===== config.mk =====
export PLATFORM = sky130hd
export DESIGN_NAME = lge_cell
export DESIGN_NICKNAME = d
export VERILOG_FILES = /design/src/rtl/lge_pkg.sv /design/src/rtl/lge_cell.sv
export SDC_FILE = /design/constraint.sdc
export NUM_CORES = 1
export LEC_CHECK = 0
export CORE_AREA = 2 2 126 128
export DETAILED_ROUTE_END_ITERATION = 6
export DIE_AREA = 0 0 128 130
export DONT_BUFFER_PORTS = 1
export PLACE_DENSITY = 0.54
export SETUP_SLACK_MARGIN = 0.15
export SYNTH_ARGS = -nofsm -noshare
export SYNTH_HDL_FRONTEND = slang
export SYNTH_SLANG_ARGS = --single-unit
export TNS_END_PERCENT = 5

===== constraint.sdc =====
create_clock -name i_clk -period 1.6 [get_ports i_clk]
set_input_delay 0.24 -clock i_clk [delete_from_list [all_inputs] [get_ports i_clk]]
set_output_delay 0.24 -clock i_clk [all_outputs]
set_load 0.02 [all_outputs]

===== src/rtl/lge_pkg.sv =====
package lge_pkg;

    // Grid geometry
    localparam int ROWS   = 32;
    localparam int COLS   = 64;
    localparam int ROW_AW = (ROWS > 1) ? $clog2(ROWS) : 1;

    // Field widths
    localparam int FUNC_W  = 2;
    localparam int IDX_W   = 5;
    localparam int CELLS_W = 64;
    localparam int GEN_W   = 32;

    // Item kinds
    typedef enum logic [FUNC_W-1:0] {
        FUNC_WRITE   = 2'd0,
        FUNC_ADVANCE = 2'd1,
        FUNC_READ    = 2'd2
    } t_func;

    // Controls shared by every row cell
    typedef struct packed {
        logic shift;
        logic commit;
    } t_cell_ctl;

endpackage


===== src/rtl/lge_cell.sv =====
module lge_cell (
    input  logic                      i_clk,
    input  logic                      i_rst_n,
    input  lge_pkg::t_cell_ctl        i_ctl,
    input  logic                      i_wr_en,
    input  logic [lge_pkg::COLS-1:0]  i_wr_data,
    input  logic [lge_pkg::COLS-1:0]  i_g_nbr,
    input  logic [lge_pkg::COLS-1:0]  i_nx_nbr,
    output logic [lge_pkg::COLS-1:0]  o_g,
    output logic [lge_pkg::COLS-1:0]  o_nx
);

    logic [lge_pkg::COLS-1:0] r_g;
    logic [lge_pkg::COLS-1:0] r_nx;

    // Current row: load on write, pass along the ring while sweeping, take new row on commit
    always_ff @(posedge i_clk) begin
        if (!i_rst_n) begin
            r_g <= '0;
        end else if (i_wr_en) begin
            r_g <= i_wr_data;
        end else if (i_ctl.shift) begin
            r_g <= i_g_nbr;
        end else if (i_ctl.commit) begin
            r_g <= r_nx;
        end
    end

    // Next-generation row travels beside the current one
    always_ff @(posedge i_clk) begin
        if (i_ctl.shift) begin
            r_nx <= i_nx_nbr;
        end
    end

    assign o_g  = r_g;
    assign o_nx = r_nx;

endmodule


# Word level (Yosys, flattened, before mapping)
# Cells that the tools add are included.
[word_totals]
in_bits = 197
output_inout_bits = 128
wordCells = 6
reg_bits = 128
[classes]
n_reduce_logical = 1
mux = 3
[ops]
columns = ["operator", "count"]
rows = [
  ["2-to-1 mux 64 bit", 3],
  ["nonzero test 3 bit", 1],
]

# Longest topological paths before layout
[depth]
word_depth = 3
mapped_depth = 5
ltp_nobuf = 3

# Least setup slack after synthesis
# No wires, ideal clock.
[synth_path]
path_type = "reg2reg"
from = "reg r_nx (netlist bit o_nx[0])"
to = "reg r_g (netlist bit o_g[0])"
path_buffers = 0
setup_ns = 0.117
arrival_time_ns = 1.148
t_required_ns = 1.483
slack_ns = 0.335
synth_period_minus_slack_ns = 1.265
path_stages_with_launch = 4
path_cell_list = "edfxtp_1 > and2b_4 > a211o_1 > a32o_1"
[synth_between]
elab_chain_len = 3
[synth_lines]
columns = ["item", "line", "rtl"]
rows = [
  ["start, declared", "lge_cell.sv:14", "logic [lge_pkg::COLS-1:0] r_nx;"],
  ["start signal, assigned", "lge_cell.sv:32", "r_nx <= i_nx_nbr;"],
  ["2-to-1 mux 64 bit", "lge_cell.sv:24", "end else if (i_ctl.commit) begin"],
  ["2-to-1 mux 64 bit", "lge_cell.sv:22", "end else if (i_ctl.shift) begin"],
  ["2-to-1 mux 64 bit", "lge_cell.sv:20", "end else if (i_wr_en) begin"],
  ["end signal, assigned", "lge_cell.sv:21", "r_g <= i_wr_data;"],
  ["end signal, assigned", "lge_cell.sv:23", "r_g <= i_g_nbr;"],
  ["end signal, assigned", "lge_cell.sv:25", "r_g <= r_nx;"],
  ["end, declared", "lge_cell.sv:13", "logic [lge_pkg::COLS-1:0] r_g;"],
]
# No other way between the ends. The select of a mux whose other input is x is not followed.
# A chain may end at the register's enable or synchronous reset.

# Worst setup path after layout
[layout_path]
from = "reg r_nx (netlist bit o_nx[55])"
to = "reg r_g (netlist bit o_g[55])"
# The elaborated chain is that of the path after synthesis.

==> results.py <==
metrics = {
    "run_status": {
        "run_status": "complete, but fails checks",
        "violations": "hold timing",
    },
    "setup_path": {
        "crit-reg2reg-launch": "o_nx[55]",
        "end_kind": "register",
        "slowest_stage": "sky130_fd_sc_hd__edfxtp_1",
        "critPathKind": "register to register",
        "critical_path_arrival_ns": 1.60,
        "startpoint": "o_nx[55]",
        "worst_setup_path_start_kind": "register",
        "timing.critical_path.slowest_cell_delay_ns": 0.49,
        "crit_path_cell_trace": "nor2b_1 > a211o_1 > a32o_1",
        "critical_path_required_ns": 1.90,
        "critPathMaxFanout": 2,
    },
    "yosys": {
        "synth_area_um2": 5570,
        "synth_top_cells_by_area": "sky130_fd_sc_hd__edfxtp_1 (35%), sky130_fd_sc_hd__dfxtp_1 (23%), sky130_fd_sc_hd__a32o_1 (12%)",
        "synthSimpleGateAreaFrac_pct": 15.3,
        "netlist.top_cell.by_area": "sky130_fd_sc_hd__edfxtp_1",
        "yosysWarnings": 0,
        "share_of_the_synthesized_area_in_compound_gates_ao_oa_aoi_oai_pct": 21.6,
        "netlist-cell-type-count": 18,
        "synth_adder_area_share_pct": 0,
        "synth.yosys.seq_area_share_pct": 57.5,
        "syn-num-nets": 626,
        "synth_top_family_by_area": "compound AO/OA/AOI/OAI gates",
        "netlist.area_leader.share_pct": 34.5,
        "postSynthCellCount": 429,
        "synthesized_flop_and_latch_total": 128,
        "yosys-mux-area-fraction_pct": 0,
        "synth_xor_xnor_area_share_pct": 0,
        "mean_cell_area_of_the_mapped_netlist_um2": 13.0,
    },
    "detailed_routing": {
        "routed_via_count_divided_by_cell_count": 5.51,
        "route.vias.total": 3940,
        "route.antenna.remaining_nets": 0,
        "drt_first_iter_violations": 223,
        "detail_route.drc_violations": 0,
        "drt_pass1_iterations": 4,
        "route.detailed.wl_per_inst_um": 20.9,
        "finalWirelength_um": 14900,
    },
    "cells_and_area": {
        "final_net_count": 707,
        "total_area_of_multi_input_combinational_cells_um2": 2060,
        "seqCellArea_um2": 3200,
        "fillCellCount": 1388,
        "syn2layout_area_growth_pct": 26.4,
        "finish.cell_count_without_fillers": 715,
        "mostFrequentLayoutCells": "sky130_fd_sc_hd__a32o_1 (64), sky130_fd_sc_hd__dlygate4sd3_1 (64), sky130_fd_sc_hd__dfxtp_1 (64), sky130_fd_sc_hd__edfxtp_1 (64), sky130_fd_sc_hd__a211o_1 (61)",
        "drive_gt1_share_pct": 14.1,
        "num_antenna_cells": 0,
    },
    "floorplanning": {
        "num_rows": 46,
        "start_util_pct": 36.1,
        "die-width_um": 128,
        "floorplan.die_area_um2": 16600,
        "coreArea_um2": 15400,
        "ios": 325,
        "die_height_um": 130,
    },
    "cts": {
        "h-tree-depth": 4,
        "tritoncts": "built",
        "worst_setup_hold_path_clk_slew_ns": 0.06,
        "number_of_hold_repair_buffers_added_at_the_cts_stage": 64,
        "cts.sink_count": 128,
        "cts.path.max_buffers": 2,
        "clock_buffer_count_from_cts": 17,
        "clk_root_buffer_cell": "sky130_fd_sc_hd__clkbuf_16",
        "clk_latency_ns": 0.41,
        "post_cts_setup_repair_bufs": 0,
        "postCtsResizedCells": 0,
    },
    "power": {
        "power.density_cell_area_nw_per_um2": 1230,
        "vdd_drop_max_uv": 701,
        "power.static_leakage_nw": 2.65,
    },
    "flow_run": {
        "cap_violations": 0,
    },
    "placed_design": {
        "dp_hpwl_um": 9790,
        "placed_cells_incl_taps": 619,
        "gp_routability_congestion": 0.827,
        "portBuffers": 0,
    },
    "sta": {
        "timing.setup.tns_ns": 0,
        "layout_min_cycle_time_ns": 1.30,
        "setup_viol": 0,
        "drv_slew": 0,
        "final.period_utilization_pct": 81.5,
        "max_slew.worst_pin.slew_ns": 0.377,
        "max_freq_mhz": 767,
        "timing.final.hold_violations": 37,
        "rsz_0062_raised_after_global_routing": "no",
        "final_skew_ns": 0.00820,
        "finalHoldWorstSlack_ns": -0.0643,
        "slew-limit-headroom_pct": 74.7,
    },
    "global_route": {
        "via_count_of_the_first_global_routing_pass": 3947,
        "grt_first_pass_wirelength_um": 21000,
        "largest_net_degree_at_the_start_of_global_routing": 194,
        "remaining_global_route_overflow": 0,
        "track_usage_pct": 16.6,
        "antenna_found_initial": 0,
    },
    "min_path": {
        "timing.hold.worst.class": "primary input to register",
        "hp-start": "i_ctl[1]",
    },
}
## per-stage QoR
stage / utilization, % / total power [mW] / area [um2] / hold slack [ns] / setup slack, ns
floorplan: - / 4.78 / 5570 / 0.339 / 0.335
global placement: 37.9 / 4.88 / 5850 / 0.339 / 0.268
detailed placement: 37.9 / 4.91 / 5850 / 0.339 / 0.250
CTS: 45.7 / 8.76 / 7040 / -0.0807 / 0.294
global route: 45.7 / 8.95 / 7040 / -0.0841 / 0.248
finish: 45.7 / 8.64 / 7040 / -0.0643 / 0.296
## cells by family after synthesis
family	Yosys count
flops	128
simple gates	131
compound gates	128
buf+inv	42
## registers in the layout, summed over array words and instances (netlist names)
register and cells:
o_nx 64, o_g 64
## final cells by class
| type | count | area share [%] |
|---|---|---|
| sequential | 128 | 45.5 |
| clock buffer | 21 | 6.25 |
| multi-input combinational | 259 | 29.3 |
| timing repair buffer | 104 | 13.9 |
| tap | 192 | 3.41 |
| clock inverter | 11 | 1.65 |
## report_power, final
group	internal (mW)	switching (mW)
combinational	0.489	0.316
clock	2.28	1.40
sequential	3.74	0.415
total	6.50	2.14
## critical path: cells and delay by family (launching register included)
family	cells	cell delay, ns
and+or+nand+nor	1	0.19
AOI/OAI and AO/OA	2	0.51
DFF	1	0.49
## routing by layer
metal | track usage (%) | vias up | part of all wire, %
met5 | 0 | - | 0
met4 | 7.05 | 0 | 2.0
met3 | 7.34 | 24 | 9.0
met2 | 29.9 | 192 | 53
met1 | 16.9 | 1908 | 36
li1 | - | 1816 | -
## final timing paths
check | to | slack [ns] | depth (start not counted)
max | o_g[55] | 0.30 | 3
min reg2reg | o_g[49] | 0.62 | 1
min | o_nx[13] | -0.06 | 0
max reg2reg | o_g[55] | 0.30 | 3
## cell usage after synthesis
library cell and number:
sky130_fd_sc_hd__and2b_1 9, sky130_fd_sc_hd__nor2b_1 55, sky130_fd_sc_hd__clkbuf_1 8, sky130_fd_sc_hd__buf_8 6, sky130_fd_sc_hd__a211o_1 61, sky130_fd_sc_hd__or2b_1 14, sky130_fd_sc_hd__a32o_1 64, sky130_fd_sc_hd__buf_6 1
sky130_fd_sc_hd__buf_4 12, sky130_fd_sc_hd__buf_2 14, sky130_fd_sc_hd__dfxtp_1 64, sky130_fd_sc_hd__buf_12 1, sky130_fd_sc_hd__nand2b_1 50, sky130_fd_sc_hd__nor3_1 1, sky130_fd_sc_hd__edfxtp_1 64, sky130_fd_sc_hd__a211o_2 3
sky130_fd_sc_hd__and2_1 1, sky130_fd_sc_hd__and2b_4 1
(Power assumes the default switching activity.)
