==> src/rtl/lge_pkg.sv <==
package lge_pkg;

    // Grid geometry
    localparam int ROWS   = 32;
    localparam int COLS   = 64;
    localparam int ROW_AW = (ROWS > 1) ? $clog2(ROWS) : 1;

    // Field widths
    localparam int FUNC_W  = 2;
    localparam int IDX_W   = 5;
    localparam int CELLS_W = 64;
    localparam int GEN_W   = 32;

    // Item kinds
    typedef enum logic [FUNC_W-1:0] {
        FUNC_WRITE   = 2'd0,
        FUNC_ADVANCE = 2'd1,
        FUNC_READ    = 2'd2
    } t_func;

    // Controls shared by every row cell
    typedef struct packed {
        logic shift;
        logic commit;
    } t_cell_ctl;

endpackage

==> src/rtl/lge_rule.sv <==
module lge_rule (
    input  logic [lge_pkg::COLS-1:0] i_up,
    input  logic [lge_pkg::COLS-1:0] i_mid,
    input  logic [lge_pkg::COLS-1:0] i_dn,
    output logic [lge_pkg::COLS-1:0] o_next
);

    // Count the eight wrapped neighbors of each column and apply the birth/survive rule
    always_comb begin
        int       lf;
        int       rt;
        logic [3:0] n;
        for (int c = 0; c < lge_pkg::COLS; c++) begin
            lf = (c == 0) ? lge_pkg::COLS - 1 : c - 1;
            rt = (c == lge_pkg::COLS - 1) ? 0 : c + 1;
            n  = 4'(i_up[lf]) + 4'(i_up[c]) + 4'(i_up[rt])
               + 4'(i_mid[lf]) + 4'(i_mid[rt])
               + 4'(i_dn[lf]) + 4'(i_dn[c]) + 4'(i_dn[rt]);
            o_next[c] = (n == 4'd3) || ((n == 4'd2) && i_mid[c]);
        end
    end

endmodule

==> config.mk <==
export PLATFORM = sky130hd
export DESIGN_NAME = lge_rule
export DESIGN_NICKNAME = d
export VERILOG_FILES = /design/src/rtl/lge_pkg.sv /design/src/rtl/lge_rule.sv
export SDC_FILE = /design/constraint.sdc
export NUM_CORES = 1
export LEC_CHECK = 0
export BUFFER_PORTS_ARGS = -buffer_cell sky130_fd_sc_hd__buf_2
export CAP_MARGIN = 10
export CORE_ASPECT_RATIO = 0.5
export CORE_MARGIN = 2
export CORE_UTILIZATION = 25
export DETAILED_ROUTE_END_ITERATION = 16
export SETUP_SLACK_MARGIN = 0.15
export SLEW_MARGIN = 10
export SYNTH_ARGS = -nofsm -noshare
export SYNTH_HDL_FRONTEND = slang
export SYNTH_SLANG_ARGS = --single-unit
==> constraint.sdc <==
create_clock -name vclk -period 6.9
set_input_delay 2.07 -clock vclk [all_inputs]
set_output_delay 2.07 -clock vclk [all_outputs]
set_load 0.01 [all_outputs]
Word level (Yosys, flattened, before mapping)
Index checks and enable logic that the tools add are counted.

Logic and storage cells: 704. Input bits: 192. Flip-flop bits (word level): 0.

$add $sub $neg: 448. Eq/ne operators: 128. Reduce and logical (&&, ||, !) cells: 128.

Operator list (number): 4-bit by 1-bit adder with 4-bit output (256); 4-bit by 2-bit equality test with 1-bit output (second input constant) (128); 3-bit by 1-bit adder with 4-bit output (64); 2-bit by 1-bit adder with 3-bit output (64); 1-bit by 1-bit adder with 2-bit output (64); 1-bit logical AND (64); 1-bit logical OR (64).

Longest topological paths before layout
Gate-level depths: netlist of the first run.

Depth after elaboration: 10. Depth in mapped cells: 9. Gate-level depth less buffers: 9.

Worst setup path before layout of the first run
No wires, ideal clock.

Path kind: in2out. Start point: in i_up[0] in the netlist's numbering. End point: out o_next[63] in the netlist's numbering. Buffers on the path: 0. Path slack: 0.192 ns. Arrival time: 4.638 ns. Cell stages on the path: 9. Path through: inv_1 > fa_1 > fa_1 > fa_1 > inv_1 > ha_1 > fa_1 > or2_1 > a21oi_1.

Longest elaborated chain between the ends: 9. Elaborated cells on any way between the ends: 10. Classes of those cells: add/sub (6); eq/ne (2); reduce/logical (2).

RTL lines: start, declared (line lge_rule.sv:2) `input logic [lge_pkg::COLS-1:0] i_up,`; 2-bit by 1-bit adder with 3-bit output (*) (line lge_rule.sv:16) `n = 4'(i_up[lf]) + 4'(i_up[c]) + 4'(i_up[rt])`; 3-bit by 1-bit adder with 4-bit output (*) (line lge_rule.sv:17) `+ 4'(i_mid[lf]) + 4'(i_mid[rt])`; 4-bit by 1-bit adder with 4-bit output (*) (line lge_rule.sv:17); 4-bit by 1-bit adder with 4-bit output (*) (3 in series) (line lge_rule.sv:18) `+ 4'(i_dn[lf]) + 4'(i_dn[c]) + 4'(i_dn[rt]);`; 4-bit by 2-bit equality test with 1-bit output (line lge_rule.sv:19) `o_next[c] = (n == 4'd3) || ((n == 4'd2) && i_mid[c]);`; 1-bit logical AND (line lge_rule.sv:19); 1-bit logical OR (*) (line lge_rule.sv:19); end, declared (line lge_rule.sv:5) `output logic [lge_pkg::COLS-1:0] o_next`.

Mark *: on every way between the ends. The rest lies on a longest branch, timed or not.

Worst setup path after layout of the first run
Start point: in i_up[21] in the netlist's numbering. End point: out o_next[21] in the netlist's numbering.

Longest elaborated chain between the ends: 10. Elaborated cells on any way between the ends: 11. Classes of those cells: add/sub (7); eq/ne (2); reduce/logical (2).

RTL lines (line): 1-bit by 1-bit adder with 2-bit output (*) (lge_rule.sv:16); 2-bit by 1-bit adder with 3-bit output (*) (lge_rule.sv:16); 3-bit by 1-bit adder with 4-bit output (*) (lge_rule.sv:17); 4-bit by 1-bit adder with 4-bit output (*) (lge_rule.sv:17); 4-bit by 1-bit adder with 4-bit output (*) (3 in series) (lge_rule.sv:18); 4-bit by 2-bit equality test with 1-bit output (lge_rule.sv:19); 1-bit logical AND (lge_rule.sv:19); 1-bit logical OR (*) (lge_rule.sv:19).

Marked as above.

==> impl_metrics.py, run 1 <==
metrics = {
    "yosys": {
        "ys_warn_count": 0,
        "synthMuxAreaShare": 0,
        "yosys.area_share.simple": 0.0662,
        "seq_area_frac_synth": 0,
        "synth-compound-area-share": 0.0883,
        "synth_fa_ha_area_frac": 0.691,
        "synth_area_um2": 10900,
        "synth_cell_types": 8,
        "synth_top_family_by_area": "adder cells",
        "synth_xor_area_frac": 0,
        "synth_fp_nets": 1855,
        "syn_avg_cell_area_um2": 8.96,
        "synth_cells": 1215,
    },
    "power": {
        "swShare": 0.523,
        "p_switching_mw": 1.23,
        "cellInternalPower_mw": 1.12,
        "power_density_nw_per_um2": 153,
        "power_leakage_nw": 7.86,
        "ir_worst_vdd_uv": 57.8,
        "clkPwrFrac": 0,
        "pwr-share-comb": 1.000,
        "seq_power_share": 0,
    },
    "critical_path": {
        "crit_path_max_fanout": 2,
        "cp_data_arrival_time_ps": 4840,
        "criticalPathCategory": "input pin to output pin",
        "cp-startpoint": "i_up[21]",
        "cp-end-kind": "output pin",
        "startpoint_type": "input pin",
        "crit_required_ps": 4830,
    },
    "sta": {
        "hold_violations": 0,
        "slew_headroom": 0.828,
        "drv_slew": 0,
        "worst_slew_pin_slew_ps": 258,
        "setup_ws_ps": -13.7,
        "min_period_ps": 6910,
        "finalCritPeriodShare": 1.00,
        "setup-violations-final": 4,
        "tns_ps": -37.0,
        "whs_ps": 4500,
        "clock.fmax_mhz": 145,
        "rsz0062_at_grt": "yes",
    },
    "final_layout": {
        "design_area_um2": 15400,
        "syn2layout_area_growth_pct": 41.2,
        "nClkBuffers": 0,
        "final_util": 0.362,
        "nNetsFinal": 2228,
        "regArea_um2": 0,
        "drive_above_1_share": 0.441,
        "nFlopsAndLatches": 0,
        "fillers": 4351,
        "instances_no_fill": 2170,
    },
    "global_route": {
        "grt_use_total": 0.115,
        "grt_pass1_vias": 9528,
        "grt.overflow.total": 0,
        "antenna_found_initial": 7,
        "grt_start_max_net_pins": 4,
        "grt_first_pass_wirelength_um": 43500,
    },
    "floorplanning": {
        "fp.dieH_um": 152,
        "dieArea_um2": 45300,
        "core_area_um2": 42400,
        "io_pins": 256,
        "dieWidth_um": 299,
        "start_util": 0.257,
        "fp-row-count": 53,
    },
    "placed_design": {
        "placed_cell_area_um2": 13600,
        "place_hpwl_um": 24900,
        "gp_congestion": 0.842,
        "io_buffers": 256,
        "dp_cells": 2147,
    },
    "detailed_routing": {
        "vias": 8876,
        "first_pass_iters": 6,
        "viasPerCell": 4.09,
        "drt_first_iter_violations": 133,
        "drt-wirelength-per-cell_um": 12.5,
        "drc_errors": 0,
        "postRouteAntennaNets": 0,
        "totalWireLength_um": 27100,
    },
    "clock_network": {
        "cts-hold-fix-buffers": 0,
    },
    "run": {
        "maxCapViolations": 0,
    },
    "hold_path": {
        "min_path_type": "input pin to output pin",
        "hold_start": "i_mid[25]",
    },
    "run_status": {
        "status": "finished with violations",
        "violations": "setup timing",
    },
}
[metrics by stage]
step                worst slack, ps  power [mW]
floorplan                       192        1.31
global placement               -180        1.86
detailed placement             -263        1.92
CTS                           -83.9        2.13
global route                   -136        2.72
finish                        -13.7        2.35
[path summary, 6_finish.rpt]
kind              slack [ps]          to  cells past startpoint
setup / recovery         -10  o_next[21]                     11
hold / removal          4500  o_next[25]                      4
[cell type report]
class              count  area [µm²]  area share
multi-input cells    768       10000       0.652
repair buffers       371        2770       0.180
inverters            447        1850       0.120
well taps            577         722      0.0470
diodes                 7        17.5     0.00114
[kinds of logic (layout without fill, tap and decap cells)]
logic type | after synthesis | count (layout)
AOI/OAI and AO/OA | 192 | 192
other | 0 | 7
adders and majority gates | 448 | 448
buffers and inverters | 447 | 818
and+or+nand+nor | 128 | 128
[critical path, stage by stage]
cell     delay, ps
buf_8           80
inv_4           40
fa_1           550
fa_1           440
fa_1           560
inv_2           50
ha_4           160
fa_2           350
or2_1          240
a21oi_2        160
buf_2          150
[timing repair]
| item | 4_1_cts | 5_1_grt |
|---|---|---|
| gates resized for setup | 363 | 260 |
| setup endpoints to repair | 64 | 64 |
| gates cloned | 0 | 0 |
| buffers inserted | 5 | 11 |
| endpoints found under the hold margin | 0 | 0 |
| pin swaps | 139 | 144 |
[routing by layer]
metal  vias to the layer above  global-route usage  routed length (µm)
met5                         -                   0                   0
met4                         0              0.0343                 949
met3                        38             0.00143                 164
met2                        63               0.244               16200
met1                      4355               0.126                9830
li1                       4420                   -                   -
[synth_stat cells]
cell     number  area share
a21oi_1     128       0.059
inv_1       447        0.15
or2_1        48       0.028
o21ai_0      64       0.029
ha_1        192        0.22
or2_0        16      0.0092
nand3_1      64       0.029
fa_1        256        0.47
[power groups by stage]
stage,sequential (mW),combinational [mW],clock (mW)
after floorplan,0,1.31,0
after CTS,0,2.13,0
final,0,2.35,0.000000136
after global placement,0,1.86,0
after global routing,0,2.72,0.000000136
after detailed placement,0,1.92,0
[layout by cell type, fill, tap and decap left out]
master / count
ha_2: 38
inv_4: 39
a21oi_2: 33
or2_1: 52
buf_4: 131
a21oi_1: 95
fa_1: 193
diode_2: 7
inv_2: 84
buf_6: 39
o21ai_0: 5
nand3_1: 64
buf_8: 34
ha_4: 25
inv_6: 14
fa_2: 63
inv_1: 310
or2_0: 12
ha_1: 129
o21ai_1: 27
buf_2: 167
o21ai_2: 32
Power figures use the tool's default switching activity.
==> run 2, diff against run 1 <==
--- a/config.mk
+++ b/config.mk
@@ -9,3 +9,5 @@
 export CAP_MARGIN = 10
-export CORE_ASPECT_RATIO = 0.5
+export CELL_PAD_IN_SITES_DETAIL_PLACEMENT = 1
+export CELL_PAD_IN_SITES_GLOBAL_PLACEMENT = 2
+export CORE_ASPECT_RATIO = 0.7
 export CORE_MARGIN = 2
@@ -13,2 +15,3 @@
 export DETAILED_ROUTE_END_ITERATION = 16
+export PLACE_DENSITY_LB_ADDON = 0.1
 export SETUP_SLACK_MARGIN = 0.15
==> constraint.sdc (replaced) <==
create_clock -name vclk -period 6.9
set_input_delay 2.07 -clock vclk [all_inputs]
set_output_delay 2.07 -clock vclk [all_outputs]
set_load 0.05 [all_outputs]
==> run 2 against run 1 <==
  * The flow still finishes with violations (setup timing)
  * Clock-buffer cell count unchanged
  * Design area grew 12%
  * Critical path depth did not move
  * Total power is 54% higher
  * Via count rose by 2.0%
  * Hold slack better by 39 ps
  * Critical endpoint is now o_next[5]
  * Largest cell class unchanged
==> impl_metrics.py, run 2 (same netlist as run 1, synthesis figures left out) <==
metrics = {
    "placed_design": {
        "place_hpwl_um": 29300,
        "io_buffers": 256,
        "gp_congestion": 0.773,
        "pre_cts_slack_ps": -285,
        "dp_cells": 2219,
    },
    "floorplanning": {
        "dieArea_um2": 45300,
        "fp-row-count": 63,
        "fp.dieH_um": 179,
        "core_area_um2": 42600,
        "start_util": 0.255,
        "io_pins": 256,
        "dieWidth_um": 253,
    },
    "critical_path": {
        "crit_required_ps": 4830,
        "criticalPathCategory": "input pin to output pin",
        "cp-endpoint": "o_next[5]",
        "crit_path_max_fanout": 2,
        "cp-startpoint": "i_up[4]",
        "cp_data_arrival_time_ps": 4870,
        "cp-end-kind": "output pin",
        "startpoint_type": "input pin",
    },
    "power": {
        "ir_worst_vdd_uv": 126,
        "power_leakage_nw": 8.47,
        "p_switching_mw": 1.98,
        "clkPwrFrac": 0,
        "cellInternalPower_mw": 1.65,
        "swShare": 0.546,
        "power_density_nw_per_um2": 210,
        "seq_power_share": 0,
        "pwr-share-comb": 1.000,
    },
    "global_route": {
        "antenna_found_initial": 4,
        "grt_use_total": 0.140,
        "grt_first_pass_wirelength_um": 51600,
        "grt.overflow.total": 0,
        "grt_start_max_net_pins": 4,
        "grt_pass1_vias": 10333,
    },
    "detailed_routing": {
        "viasPerCell": 4.04,
        "postRouteAntennaNets": 0,
        "totalWireLength_um": 30700,
        "vias": 9054,
        "first_pass_iters": 4,
        "drc_errors": 0,
        "drt_first_iter_violations": 83,
        "drt-wirelength-per-cell_um": 13.7,
    },
    "final_layout": {
        "final_cell_mix": "inv_1, fa_1, buf_4",
        "final_common_cell": "inv_1",
        "nNetsFinal": 2299,
        "syn2layout_area_growth_pct": 58.4,
        "drive_above_1_share": 0.537,
        "regArea_um2": 0,
        "diodes": 0,
        "nClkBuffers": 0,
        "instances_no_fill": 2242,
        "nFlopsAndLatches": 0,
    },
    "hold_path": {
        "min_path_type": "input pin to output pin",
    },
    "sta": {
        "rsz0062_at_grt": "yes",
        "worst_slew_pin_slew_ps": 263,
        "min_period_ps": 6940,
        "whs_ps": 4540,
        "slew_headroom": 0.824,
        "drv_slew": 0,
        "clock.fmax_mhz": 144,
        "setup_ws_ps": -42.8,
        "finalCritPeriodShare": 1.01,
        "hold_violations": 0,
        "setup-violations-final": 19,
    },
    "run_status": {
        "status": "finished with violations",
        "violations": "setup timing",
    },
    "run": {
        "maxCapViolations": 0,
    },
}
run 2: cell count changes in the layout (fill, tap and decap cells not counted), sizes merged:
cell      before  now
clkinvlp       0    1
buf          371  442
inv          447  446
diode          7    0
run 2: worst min-delay path by stage:
stage | slack [ps] | cells past startpoint | end | startpoint
floorplan | 4350 | 2 | o_next[14] | i_mid[14]
global placement | 4620 | 4 | o_next[38] | i_mid[38]
detailed placement | 4600 | 4 | o_next[36] | i_mid[36]
CTS | 4560 | 4 | o_next[1] | i_mid[1]
global route | 4560 | 4 | o_next[26] | i_mid[26]
finish | 4540 | 4 | o_next[26] | i_mid[26]
run 2: per-layer routing:
layer / track usage / share of wire / vias to the layer above
met4: 0 / 0.0018 / 0
met3: 0.00642 / 0.022 / 8
met5: 0 / 0 / -
li1: - / - / 4551
met2: 0.248 / 0.49 / 102
met1: 0.201 / 0.48 / 4393
run 2: power by group through the flow:
stage               Combinational [mW]  Clock, mW  Sequential [mW]
floorplan                         2.21          0                0
finish                            3.62          0                0
global placement                  2.96          0                0
CTS                               3.52          0                0
global route                      4.03          0                0
detailed placement                3.02          0                0
run 2: timing repair:
action,CTS,global route
hold endpoints to repair,0,0
cloned,0,0
gates resized for setup,443,163
pin swaps,191,111
buffers inserted,11,12
hold buffers,0,0
endpoints found under the setup margin,64,64
run 2: final cells by class:
type / count / area [µm²]
multi-input combinational: 768 / 10900
tap: 585 / 732
timing repair buffer: 442 / 3770
inverter: 447 / 1820
fill: 4800 / 25400
run 2: through the flow:
| step | area, µm² | setup TNS [ps] | total power, mW | util |
|---|---|---|---|---|
| 2_1_floorplan | 11900 | 0 | 2.21 | - |
| 4_1_cts | 16600 | -2270 | 3.52 | 0.390 |
| 3_5_place_dp | 15300 | -11170 | 3.02 | 0.360 |
| 5_1_grt | 17200 | -4780 | 4.03 | 0.404 |
| 6_report | 17200 | -333 | 3.62 | 0.404 |
| 3_3_place_gp | 15300 | -9980 | 2.96 | 0.360 |
run 2: critical path, cell delays in order:
cell and delay (ps):
buf_8 90, inv_6 40, fa_1 510, fa_1 510
fa_1 500, inv_1 40, ha_2 170, fa_2 350
or2_4 270, a21oi_4 140, buf_6 180
